--- src/rtl/core/mmn_pkg.sv ---
// ----------------------------------------------------------------------------
// mmn_pkg
// Shared widths, register indexes and controller/datapath handshake types for
// the min-max normaliser.
// ----------------------------------------------------------------------------
package mmn_pkg;

    localparam int MAX_LEN_DEF = 64;   // default sample store depth
    localparam int DATA_W      = 16;   // Q8.8 sample width
    localparam int RATIO_W     = 32;   // magnitude of the Q16.16 scale ratio
    localparam int CFG_IDX_W   = 1;

    localparam logic [CFG_IDX_W-1:0] CFG_OUT_LOW  = 1'b0;
    localparam logic [CFG_IDX_W-1:0] CFG_OUT_HIGH = 1'b1;

    // controller -> datapath
    typedef struct packed {
        logic accept;     // input beat taken this cycle
        logic div_start;  // load the ratio divider
        logic walk;       // issue store reads while the pipeline advances
        logic clear;      // return fill count, min, max and overflow to zero
    } t_cmd;

    // datapath -> controller
    typedef struct packed {
        logic div_busy;
        logic walk_end;   // final store read issued this cycle
        logic pipe_empty; // no beat in flight or waiting at the output
    } t_status;

endpackage

--- src/rtl/core/mmn_div.sv ---
// ----------------------------------------------------------------------------
// mmn_div
// Unsigned restoring divider, one quotient bit per cycle.
// ----------------------------------------------------------------------------
module mmn_div (
    input  logic                         i_clk,
    input  logic                         i_rst_n,
    input  logic                         i_start,
    input  logic [mmn_pkg::RATIO_W-1:0]  i_dividend,
    input  logic [mmn_pkg::DATA_W-1:0]   i_divisor,
    output logic                         o_busy,
    output logic [mmn_pkg::RATIO_W-1:0]  o_quotient
);
    import mmn_pkg::*;

    localparam int CNT_W = $clog2(RATIO_W + 1);

    logic [CNT_W-1:0]   r_cnt;
    logic [DATA_W-1:0]  r_rem;
    logic [RATIO_W-1:0] r_quo;
    logic [DATA_W-1:0]  r_div;

    logic [DATA_W:0]    w_trial;
    logic               w_fits;

    // shift in the next dividend bit and try the subtract
    assign w_trial = {r_rem, r_quo[RATIO_W-1]};
    assign w_fits  = (w_trial >= {1'b0, r_div});

    always_ff @(posedge i_clk) begin
        if (!i_rst_n) begin
            r_cnt <= '0;
        end else if (i_start) begin
            r_cnt <= CNT_W'(RATIO_W);
        end else if (r_cnt != '0) begin
            r_cnt <= r_cnt - 1'b1;
        end
    end

    always_ff @(posedge i_clk) begin
        if (i_start) begin
            r_rem <= '0;
            r_quo <= i_dividend;
            r_div <= i_divisor;
        end else if (r_cnt != '0) begin
            r_rem <= w_fits ? DATA_W'(w_trial - {1'b0, r_div}) : w_trial[DATA_W-1:0];
            r_quo <= {r_quo[RATIO_W-2:0], w_fits};
        end
    end

    assign o_busy     = (r_cnt != '0);
    assign o_quotient = r_quo;

endmodule

--- src/rtl/core/mmn_ctrl.sv ---
// ----------------------------------------------------------------------------
// mmn_ctrl
// Sequencer: load the vector, run the divide, walk the store, drain.
// ----------------------------------------------------------------------------
module mmn_ctrl (
    input  logic              i_clk,
    input  logic              i_rst_n,
    input  logic              i_in_valid,
    input  logic              i_last,
    output logic              o_in_ready,
    output mmn_pkg::t_cmd     o_cmd,
    input  mmn_pkg::t_status  i_status
);
    import mmn_pkg::*;

    localparam logic [2:0] ST_LOAD  = 3'd0;
    localparam logic [2:0] ST_DIVST = 3'd1;
    localparam logic [2:0] ST_DIV   = 3'd2;
    localparam logic [2:0] ST_WALK  = 3'd3;
    localparam logic [2:0] ST_DRAIN = 3'd4;

    logic [2:0] r_state;
    logic [2:0] n_state;
    logic       w_accept;

    assign o_in_ready = (r_state == ST_LOAD);
    assign w_accept   = o_in_ready && i_in_valid;

    always_comb begin
        n_state = r_state;
        unique case (r_state)
            ST_LOAD:  if (w_accept && i_last) n_state = ST_DIVST;
            ST_DIVST: n_state = ST_DIV;
            ST_DIV:   if (!i_status.div_busy) n_state = ST_WALK;
            ST_WALK:  if (i_status.walk_end) n_state = ST_DRAIN;
            ST_DRAIN: if (i_status.pipe_empty) n_state = ST_LOAD;
            default:  n_state = ST_LOAD;
        endcase
    end

    always_ff @(posedge i_clk) begin
        if (!i_rst_n) begin
            r_state <= ST_LOAD;
        end else begin
            r_state <= n_state;
        end
    end

    assign o_cmd.accept    = w_accept;
    assign o_cmd.div_start = (r_state == ST_DIVST);
    assign o_cmd.walk      = (r_state == ST_WALK);
    assign o_cmd.clear     = (r_state == ST_DRAIN) && i_status.pipe_empty;

endmodule

--- src/rtl/core/mmn_dp.sv ---
// ----------------------------------------------------------------------------
// mmn_dp
// Datapath: range registers, sample store, running min/max, ratio divider
// and the three-stage rescale pipeline ending in the output register.
// ----------------------------------------------------------------------------
module mmn_dp #(
    parameter int MAX_LEN = mmn_pkg::MAX_LEN_DEF
) (
    input  logic                           i_clk,
    input  logic                           i_rst_n,
    input  logic                           i_cfg_we,
    input  logic [mmn_pkg::CFG_IDX_W-1:0]  i_cfg_index,
    input  logic [mmn_pkg::DATA_W-1:0]     i_cfg_data,
    input  logic signed [mmn_pkg::DATA_W-1:0] i_sample,
    input  mmn_pkg::t_cmd                  i_cmd,
    output mmn_pkg::t_status               o_status,
    output logic                           o_out_valid,
    input  logic                           i_out_ready,
    output logic signed [mmn_pkg::DATA_W-1:0] o_value,
    output logic                           o_last_out,
    output logic                           o_dropped
);
    import mmn_pkg::*;

    localparam int AW = (MAX_LEN > 1) ? $clog2(MAX_LEN) : 1;
    localparam int CW = $clog2(MAX_LEN + 1);
    localparam int PW = DATA_W + RATIO_W;

    // range registers
    logic signed [DATA_W-1:0] r_out_low;
    logic signed [DATA_W-1:0] r_out_high;

    always_ff @(posedge i_clk) begin
        if (!i_rst_n) begin
            r_out_low  <= '0;
            r_out_high <= DATA_W'(256);
        end else if (i_cfg_we) begin
            unique case (i_cfg_index)
                CFG_OUT_LOW:  r_out_low  <= i_cfg_data;
                CFG_OUT_HIGH: r_out_high <= i_cfg_data;
                default: ;
            endcase
        end
    end

    // vector capture
    logic [DATA_W-1:0]        r_mem [MAX_LEN];
    logic [CW-1:0]            r_fill;
    logic signed [DATA_W-1:0] r_min;
    logic signed [DATA_W-1:0] r_max;
    logic                     r_ovf;
    logic                     w_room;

    assign w_room = (r_fill < CW'(MAX_LEN));

    always_ff @(posedge i_clk) begin
        if (i_cmd.accept && w_room) begin
            r_mem[r_fill[AW-1:0]] <= i_sample;
        end
    end

    always_ff @(posedge i_clk) begin
        if (!i_rst_n || i_cmd.clear) begin
            r_fill <= '0;
            r_min  <= '0;
            r_max  <= '0;
            r_ovf  <= 1'b0;
        end else if (i_cmd.accept) begin
            if (w_room) begin
                r_fill <= r_fill + 1'b1;
                if (r_fill == '0) begin
                    r_min <= i_sample;
                    r_max <= i_sample;
                end else begin
                    if (i_sample > r_max) r_max <= i_sample;
                    if (i_sample < r_min) r_min <= i_sample;
                end
            end else begin
                r_ovf <= 1'b1;
            end
        end
    end

    // ratio = (hi - lo) * 2^16 / (max - min), on magnitudes
    logic signed [DATA_W:0] w_range;
    logic                   w_neg;
    logic [DATA_W:0]        w_range_mag;
    logic [DATA_W:0]        w_span;
    logic                   w_span_zero;
    logic [RATIO_W-1:0]     w_quo;
    logic [RATIO_W-1:0]     w_ratio;
    logic                   w_div_busy;

    assign w_range     = (DATA_W+1)'(r_out_high) - (DATA_W+1)'(r_out_low);
    assign w_neg       = w_range[DATA_W];
    assign w_range_mag = w_neg ? (DATA_W+1)'(-w_range) : w_range;
    assign w_span      = (DATA_W+1)'(r_max) - (DATA_W+1)'(r_min);
    assign w_span_zero = (w_span == '0);
    assign w_ratio     = w_span_zero ? '0 : w_quo;

    mmn_div u_div (
        .i_clk      (i_clk),
        .i_rst_n    (i_rst_n),
        .i_start    (i_cmd.div_start),
        .i_dividend ({w_range_mag[DATA_W-1:0], {(RATIO_W-DATA_W){1'b0}}}),
        .i_divisor  (w_span[DATA_W-1:0]),
        .o_busy     (w_div_busy),
        .o_quotient (w_quo)
    );

    // rescale pipeline: read, multiply, scale/offset/saturate into output
    logic              w_adv;
    logic              w_issue;
    logic [AW-1:0]     r_addr;
    logic              w_issue_last;

    logic [DATA_W-1:0] r_rd_data;
    logic              r_v1;
    logic              r_l1;
    logic [RATIO_W-1:0] r_prod;
    logic              r_v2;
    logic              r_l2;
    logic              r_out_valid;

    logic signed [DATA_W:0]   w_diff;
    logic [PW-1:0]            w_prod;
    logic signed [DATA_W+1:0] w_sh;
    logic signed [DATA_W+1:0] w_scaled;
    logic signed [DATA_W+1:0] w_sum;
    logic signed [DATA_W-1:0] w_sat;

    // hold every stage while the output beat waits
    assign w_adv        = !r_out_valid || i_out_ready;
    assign w_issue      = i_cmd.walk && w_adv;
    assign w_issue_last = ((CW'(r_addr) + 1'b1) == r_fill);

    always_ff @(posedge i_clk) begin
        if (i_cmd.div_start) begin
            r_addr <= '0;
        end else if (w_issue) begin
            r_addr <= r_addr + 1'b1;
        end
    end

    always_ff @(posedge i_clk) begin
        if (w_adv) begin
            r_rd_data <= r_mem[r_addr];
            r_l1      <= w_issue_last;
        end
    end

    // sample - min is non-negative and below 2^16
    assign w_diff = (DATA_W+1)'($signed(r_rd_data)) - (DATA_W+1)'(r_min);
    assign w_prod = PW'(w_diff[DATA_W-1:0]) * PW'(w_ratio);

    // (x-min)*|ratio| never exceeds |hi-lo|*2^16, so the low word holds it
    always_ff @(posedge i_clk) begin
        if (w_adv) begin
            r_prod <= w_prod[RATIO_W-1:0];
            r_l2   <= r_l1;
        end
    end

    assign w_sh     = $signed({2'b00, r_prod[RATIO_W-1:RATIO_W-DATA_W]});
    assign w_scaled = w_neg ? -w_sh : w_sh;
    assign w_sum    = w_scaled + (DATA_W+2)'(r_out_low);

    always_comb begin
        priority if (w_sum > (DATA_W+2)'(32767)) begin
            w_sat = 16'sh7fff;
        end else if (w_sum < -(DATA_W+2)'(32768)) begin
            w_sat = 16'sh8000;
        end else begin
            w_sat = w_sum[DATA_W-1:0];
        end
    end

    always_ff @(posedge i_clk) begin
        if (!i_rst_n) begin
            r_v1        <= 1'b0;
            r_v2        <= 1'b0;
            r_out_valid <= 1'b0;
        end else if (w_adv) begin
            r_v1        <= w_issue;
            r_v2        <= r_v1;
            r_out_valid <= r_v2;
        end
    end

    always_ff @(posedge i_clk) begin
        if (w_adv) begin
            o_value    <= w_sat;
            o_last_out <= r_l2;
            o_dropped  <= r_l2 && r_ovf;
        end
    end

    assign o_out_valid = r_out_valid;

    assign o_status.div_busy   = w_div_busy;
    assign o_status.walk_end   = w_issue && w_issue_last;
    assign o_status.pipe_empty = !(r_v1 || r_v2 || r_out_valid);

endmodule

--- src/rtl/core/min_max_normalizer_core.sv ---
// ----------------------------------------------------------------------------
// min_max_normalizer_core
// Min-max normaliser for short vectors of signed Q8.8 samples.
//
// Input channel (i_in_valid / o_in_ready): one sample per beat, i_last marks
// the end of the vector. Samples load at one beat per cycle; beats beyond
// MAX_LEN are discarded and flagged on the final result.
// Output channel (o_out_valid / i_out_ready): one rescaled sample per stored
// element, in arrival order, o_last_out on the final one.
// Configuration: write out_low (index 0) or out_high (index 1) through
// i_cfg_we / i_cfg_index / i_cfg_data while the block is idle.
// Sequence: after the last input beat, the scale ratio is built by a
// 32-step one-bit-per-cycle divider, then the read, multiply and output
// stages give the first result; further results follow one per cycle
// while the receiver is ready.
// The input side stays closed from the last beat until every result has gone.
// Receiver stall: the whole output pipeline holds, nothing is lost.
// Reset: range returns to [0, 256], the vector is emptied, no result pending.
// ----------------------------------------------------------------------------
module min_max_normalizer_core #(
    parameter int MAX_LEN = mmn_pkg::MAX_LEN_DEF
) (
    input  logic                              i_clk,
    input  logic                              i_rst_n,
    // configuration
    input  logic                              i_cfg_we,
    input  logic [mmn_pkg::CFG_IDX_W-1:0]     i_cfg_index,
    input  logic [mmn_pkg::DATA_W-1:0]        i_cfg_data,
    // input beats
    input  logic                              i_in_valid,
    output logic                              o_in_ready,
    input  logic signed [mmn_pkg::DATA_W-1:0] i_sample,
    input  logic                              i_last,
    // output beats
    output logic                              o_out_valid,
    input  logic                              i_out_ready,
    output logic signed [mmn_pkg::DATA_W-1:0] o_value,
    output logic                              o_last_out,
    output logic                              o_dropped
);
    import mmn_pkg::*;

    t_cmd    w_cmd;
    t_status w_status;

    // sequencing: load, divide, walk the store, drain
    mmn_ctrl u_ctrl (
        .i_clk      (i_clk),
        .i_rst_n    (i_rst_n),
        .i_in_valid (i_in_valid),
        .i_last     (i_last),
        .o_in_ready (o_in_ready),
        .o_cmd      (w_cmd),
        .i_status   (w_status)
    );

    // storage, min/max tracking, ratio divider and rescale pipeline
    mmn_dp #(
        .MAX_LEN (MAX_LEN)
    ) u_dp (
        .i_clk       (i_clk),
        .i_rst_n     (i_rst_n),
        .i_cfg_we    (i_cfg_we),
        .i_cfg_index (i_cfg_index),
        .i_cfg_data  (i_cfg_data),
        .i_sample    (i_sample),
        .i_cmd       (w_cmd),
        .o_status    (w_status),
        .o_out_valid (o_out_valid),
        .i_out_ready (i_out_ready),
        .o_value     (o_value),
        .o_last_out  (o_last_out),
        .o_dropped   (o_dropped)
    );

endmodule

--- config.mk ---
export PLATFORM = sky130hd
export DESIGN_NAME = min_max_normalizer_core
export DESIGN_NICKNAME = d
export VERILOG_FILES = /design/src/rtl/core/mmn_pkg.sv /design/src/rtl/core/mmn_div.sv /design/src/rtl/core/mmn_ctrl.sv /design/src/rtl/core/mmn_dp.sv /design/src/rtl/core/min_max_normalizer_core.sv
export SDC_FILE = /design/constraint.sdc
export NUM_CORES = 2
export LEC_CHECK = 0
export ABC_AREA = 0
export BUFFER_PORTS_ARGS = -buffer_cell sky130_fd_sc_hd__buf_2
export CAP_MARGIN = 20
export CORE_MARGIN = 3
export CORE_UTILIZATION = 45
export DETAILED_ROUTE_END_ITERATION = 12
export HOLD_SLACK_MARGIN = 0.05
export PLACE_DENSITY_LB_ADDON = 0.1
export SKIP_LAST_GASP = 1
export SLEW_MARGIN = 30
export SYNTH_ARGS = -nofsm -noshare
export SYNTH_HDL_FRONTEND = slang
export SYNTH_SLANG_ARGS = --single-unit
--- constraint.sdc ---
create_clock -name i_clk -period 12.6 [get_ports i_clk]
set_input_delay 2.52 -clock i_clk [delete_from_list [all_inputs] [get_ports i_clk]]
set_output_delay 2.52 -clock i_clk [all_outputs]
set_load 0.02 [all_outputs]
# Word-level counts from Yosys, hierarchy flattened
# Memory sizes are Yosys's and may differ from the RTL's. A register that Yosys moved wholly into a read port is not among the register bits.
# Index checks and enable logic that the tools add are counted.
# word_totals
register_bits	206
ramBits	1024
input_bits	39
out_inout_bits	20
mem_count	1
# classes
n_addsub	11
multipliers	1
magnitude_cmp	6
eq_ne	9
mux	20
bitwise	3
n_reduce_logical	29
# memory_table
name	words	word_bits	rd	rd_ports_with_merged_regs	write_ports	line_no	source
u_dp.r_mem	64	16	1	1	1	mmn_dp.sv:47	logic [DATA_W-1:0] r_mem [MAX_LEN];
# op_table
cell	count
16-bit two-way mux	7
32-bit two-way mux	3
16-bit by 16-bit subtractor with 17-bit output	2
16-bit by 32-bit multiplier with 32-bit output	1
16-bit subtractor	2
18-bit by 16-bit adder with 18-bit output	1
18-bit by 16-bit > comparator with 1-bit output, second input constant	1
18-bit by 16-bit < comparator with 1-bit output, second input constant	1
18-bit two-way mux	1
16-bit negator with 18-bit output	1
17-bit by 16-bit greater-or-equal comparator with 1-bit output	1
17-bit logical NOT	1
16-bit > comparator	1
16-bit < comparator	1
16-bit negator	1
3-bit case mux with 5 select lines	1
3-bit two-way mux	4
6-bit two-way mux	2
2-bit != test, second input constant	4
2-bit AND reduction	4
6-bit by 1-bit adder with 7-bit output, second input constant	1
7-bit by 1-bit adder with 7-bit output, second input constant	1
7-bit equality test	1
1-bit logical AND	7
other kinds (17)	29

# Longest topological paths before layout
# logic_depth
depth_word	6
mapped_depth	40
depth_no_buf	37

# By module
# From an unflattened synthesis, not the netlist that was laid out.
# unflattened
cells_unflattened	4328
area_unflattened_um2	63851.2
# by_module_without_submodules
module	n_inst	cells_per_inst	area_each_um2	seq_area_each_um2
mmn_dp	1	3971	59897.4	33932.5
mmn_div	1	337	3778.6	1881.8
mmn_ctrl	1	20	175.2	60.1

# Least setup slack after synthesis
# No wires, ideal clock.
# synth_path
path_kind	reg-to-reg
start	reg u_dp.r_max[0]
end	reg u_dp.r_prod[31] (data pin)
setup_ns	0.268
arrival_time_ns	8.972
t_required_ns	12.332
setup_slack_ns	3.360
path_stages_with_launch	39
n_path_buf	3
path_cell_list	dfxtp_1 > inv_1 > ha_1 > fa_1 > xnor2_1 > a2111oi_2 > o21ai_1 > o21bai_1 > or4_1 > nor4_1 > o2111ai_1 > buf_2 > clkbuf_1 > clkbuf_1 > nand2_1 > nor2_1 > fa_1 > inv_1 > [3 not listed] > fa_1 > fa_1 > inv_1 > fa_1 > inv_1 > ha_1 > a21o_1 > a21o_1 > a21oi_1 > nor2b_1 > o21ai_1 > nand2_1 > or3b_2 > a211oi_2 > nor2_1 > or3_1 > a31oi_2 > xnor3_1
# synth_between
elab_chain_len	4
# synth_lines
element	line_no	source
start, declared	mmn_dp.sv:50	logic signed [DATA_W-1:0] r_max;
start signal, assigned	mmn_dp.sv:73	r_max <= i_sample;
start signal, assigned	mmn_dp.sv:75	if (i_sample > r_max) r_max <= i_sample;
16-bit by 16-bit subtractor with 17-bit output	mmn_dp.sv:97	assign w_span = (DATA_W+1)'(r_max) - (DATA_W+1)'(r_min);
net u_dp.u_div.i_divisor (one bit)	mmn_div.sv:10	input logic [mmn_pkg::DATA_W-1:0] i_divisor,
17-bit logical NOT	mmn_dp.sv:98	assign w_span_zero = (w_span == '0);
32-bit two-way mux	mmn_dp.sv:99	assign w_ratio = w_span_zero ? '0 : w_quo;
16-bit by 32-bit multiplier with 32-bit output	mmn_dp.sv:154	assign w_prod = PW'(w_diff[DATA_W-1:0]) * PW'(w_ratio);
net u_dp.w_prod[31]	mmn_dp.sv:126	logic [PW-1:0] w_prod;
end signal, assigned	mmn_dp.sv:159	r_prod <= w_prod[RATIO_W-1:0];
end, declared	mmn_dp.sv:120	logic [RATIO_W-1:0] r_prod;
# The timed path passes the listed nets, and every way through them passes these cells.
# A chain may end at the register's enable or synchronous reset.

# Worst setup path after layout
# layout_path
start	reg u_dp.r_min[1]
end	reg u_dp.r_prod[31] (data pin)
# layout_between
elab_chain_len	4
elab_cells_between_ends	5
cone_classes	add/sub (2); mul (1); mux (1); reduce/logical (1)
# layout_lines
element	line_no	source
start, declared	mmn_dp.sv:49	logic signed [DATA_W-1:0] r_min;
start signal, assigned	mmn_dp.sv:72	r_min <= i_sample;
start signal, assigned	mmn_dp.sv:76	if (i_sample < r_min) r_min <= i_sample;
16-bit by 16-bit subtractor with 17-bit output	mmn_dp.sv:97	
17-bit logical NOT	mmn_dp.sv:98	
32-bit two-way mux	mmn_dp.sv:99	
16-bit by 32-bit multiplier with 32-bit output *	mmn_dp.sv:154	
net u_dp.w_prod[31]	mmn_dp.sv:126	
# The timed path passes the listed nets; every way through them passes the cells marked *.

==> impl_metrics.ini <==
[status]
status = finished, final reports clean

[synthesis]
yosysSeqAreaShare_pct = 56.42
synth_seq_cells = 1230
synth_edf_count = 1108
syn-num-nets = 4892
synth_ff_type = edfxtp_1
syn_area_per_cell_um2 = 14.50
netlist_area_um2 = 63300
yosys_warnings = 0
postSynthCellCount = 4365
synth.distinct_cells = 76
ys_async_sr_fraction_pct = 0

[clocking]
clk_pin_slew_ps = 60
clock-sinks = 1230
h-tree-depth = 4
cts_tree = yes
cts_buffers = 136
post-cts-setup-buffers = 0
post_cts_resized = 0
ctsHoldBuffers = 0
clkLatencyLatePin_ps = 770
cts_root_buf = clkbuf_16
cts_buffer_depth = 3

[setup_path]
crit_path_end_kind = flip-flop
worstReg2RegStart = u_dp.r_min[1]
reg2reg_depth = 34
crit_top_cell = fa_1
critical_path_class = flip-flop to flip-flop
startpoint = u_dp.r_min[1]
cp.required_ps = 13110
cpPeakStageDelay_ps = 810
worstSetupStartpointType = flip-flop
r2r_end = u_dp.r_prod[31]
cpMaxStageDelayCell = a2111oi_0
reg2reg_slack_ps = 2280
crit_fanout = 49
cp.arrival_ps = 10830

[hold_path]
min-delay-start = u_dp.r_min[4]
hold_path.class = flip-flop to flip-flop
min_to = u_dp.r_min[4]
hold_path_depth = 2

[global_routing]
grt_use_total_pct = 22.61
grt-ovfl-total = 0
grt_pass1_vias = 36550
antenna_found_initial = 8
grt_pass1_wl_um = 243300
grt_max_degree = 82

[cells_and_area]
nFillCells = 11770
drive_gt1_share_pct = 16.41
synthToLayoutAreaGrowth_pct = 11.59
final_nets = 5020
stdcell_count = 6465

[sta]
finalSetupViolCount = 0
setup_tns_ps = 0
finClkSkew_ps = 71.32
layout_min_cycle_time_ps = 10320
slew_headroom_pct = 33.08
hold_viol = 0
rsz0062_at_grt = false
fin_crit_sh_pct = 81.87
slew_viol_final = 0
fmax_mhz = 96.94
tightestPinTransition_ps = 1004

[route]
vias_per_cell = 5.522
first_pass_iters = 5
drt_iter0_drc = 2807
wl_per_cell_um = 25.17
drc = 0
drtAntennaViolNets = 0
vias = 35700
wl_um = 162700

[floorplanning]
coreArea_um2 = 138500
rows = 136
start_util_pct = 45.70
die-area_um2 = 145200
die_h_um = 381.1
ioPinCount = 59
die-width_um = 381.1

[placed_design]
gp_congestion = 0.8885
port_buffers = 58
place_inst = 6218
hpwl_um = 110700

[job]
cap_violations = 0
==> cell usage in the layout, fill, tap and decap left out, types with 7 or more instances in the layout <==
cell	instances
mux4_2	336
a21oi_1	105
fa_1	308
xor2_1	43
nor2b_1	26
inv_1	456
xnor2_1	87
clkbuf_16	137
or4_1	9
ha_1	180
buf_2	57
a211oi_1	8
or2_2	7
buf_4	130
and3_1	27
nand3_1	37
nor3_1	30
and2_1	44
clkinv_2	23
nand2_1	465
a21boi_0	38
nor4_1	8
o21a_1	28
o21ai_1	24
o211ai_1	9
dfxtp_1	118
mux2i_1	45
a31oi_1	21
o21ai_0	78
clkinv_1	36
or3_1	16
edfxtp_1	1108
o31ai_1	10
nand2b_1	29
clkbuf_1	25
nor2_1	279
a21boi_1	7
a21o_1	38
nand4_1	17
==> through the flow <==
stage                     util (%)  area (µm²)  setup WS [ps]  hold WS (ps)
after floorplan                  -       63300           3360         400.3
after global placement       47.85       66280           2386         431.5
after detailed placement     47.88       66330           2227         443.1
after CTS                    50.97       70600           2241         446.7
after global routing         50.99       70630           1598         468.6
final                        50.99       70630           2284         456.0
==> how the worst max path moves through the flow <==
stage / end / cells after the start
2_1_floorplan: u_dp.r_prod[31] / 38
5_1_grt: u_dp.r_prod[31] / 33
3_5_place_dp: u_dp.r_prod[31] / 35
4_1_cts: u_dp.r_prod[31] / 35
6_report: u_dp.r_prod[31] / 34
3_3_place_gp: u_dp.r_prod[31] / 34
==> cell type report <==
| type | instances | area, µm² | area share (%) |
|---|---|---|---|
| inverters | 458 | 1719 | 2.434 |
| flip-flops and latches | 1230 | 35730 | 50.58 |
| well taps | 1863 | 2331 | 3.300 |
| diodes | 2 | 5.005 | 0.007086 |
| clock buffers | 165 | 3563 | 5.045 |
| multi-input cells | 2477 | 25260 | 35.76 |
| repair buffers | 190 | 1320 | 1.869 |
| clock inverters | 80 | 706.9 | 1.001 |
==> critical path: cells and delay by family (launching register included) <==
kind / cells / cell delay (ps)
fa+ha+maj: 8 / 3580
compound gates: 12 / 3190
simple gates: 8 / 1850
buf+inv: 5 / 720
flops: 1 / 370
xor+xnor: 1 / 310
==> cell usage after synthesis, types with 7 or more instances <==
master | count | area (µm²)
edfxtp_1 | 1108 | 33270
nand2_1 | 465 | 1745
inv_1 | 458 | 1719
mux4_2 | 336 | 7567
fa_1 | 308 | 6166
nor2_1 | 282 | 1059
ha_1 | 180 | 2252
clkbuf_1 | 153 | 574.3
dfxtp_1 | 122 | 2442
a21oi_1 | 105 | 525.5
xnor2_1 | 92 | 805.8
o21ai_0 | 78 | 390.4
mux2i_1 | 46 | 460.4
xor2_1 | 45 | 394.1
and2_1 | 44 | 275.3
buf_1 | 40 | 150.1
a21boi_0 | 38 | 285.3
a21o_1 | 38 | 285.3
nand3_1 | 37 | 185.2
nor3_1 | 32 | 160.2
nand2b_1 | 29 | 181.4
nor2b_1 | 29 | 181.4
o21a_1 | 28 | 210.2
and3_1 | 27 | 168.9
o21ai_1 | 24 | 120.1
a31oi_1 | 21 | 131.4
nand4_1 | 17 | 106.4
or3_1 | 16 | 100.1
o31ai_1 | 11 | 82.58
o211ai_1 | 9 | 67.56
or4_1 | 9 | 67.56
a211oi_1 | 8 | 60.06
a21boi_1 | 8 | 60.06
nor4_1 | 8 | 50.05
buf_2 | 7 | 35.03
or2_2 | 7 | 43.79
==> cell families after synthesis <==
kind of cell / count (synthesis) / share of synthesized area (%)
buf+inv: 658 / 3.916
xor+xnor: 141 / 2.040
mux: 382 / 12.68
flops: 1230 / 56.42
fa+ha+maj: 488 / 13.30
simple gates: 1033 / 7.217
compound gates: 433 / 4.424
==> sequential cells by signal, summed over array words and instances (netlist names), 3 cells and up <==
name,count
u_dp.r_rd_data,16
u_dp.r_max,16
u_dp.r_addr,6
u_dp.r_out_high,16
u_dp.u_div.o_quotient,32
u_dp.u_div.r_rem,16
u_dp.o_value,16
u_dp.r_fill,7
u_dp.r_out_low,16
u_dp.r_prod,16
u_dp.r_mem,1024
u_dp.u_div.r_cnt,6
u_dp.u_div.r_div,16
u_ctrl.r_state,3
u_dp.r_min,16
==> routing by layer <==
layer	vias up	wire length (µm)	track usage [%]	share of wire [%]
li1	16060	-	-	-
met1	18530	69320	30.86	43
met2	904	80910	37.69	50
met3	208	8288	3.520	5.1
met4	0	4197	6.604	2.6
met5	-	0	0	0
Power is not shown: default switching activity piles up to over one toggle a cycle in this logic, so the estimate is an artifact.
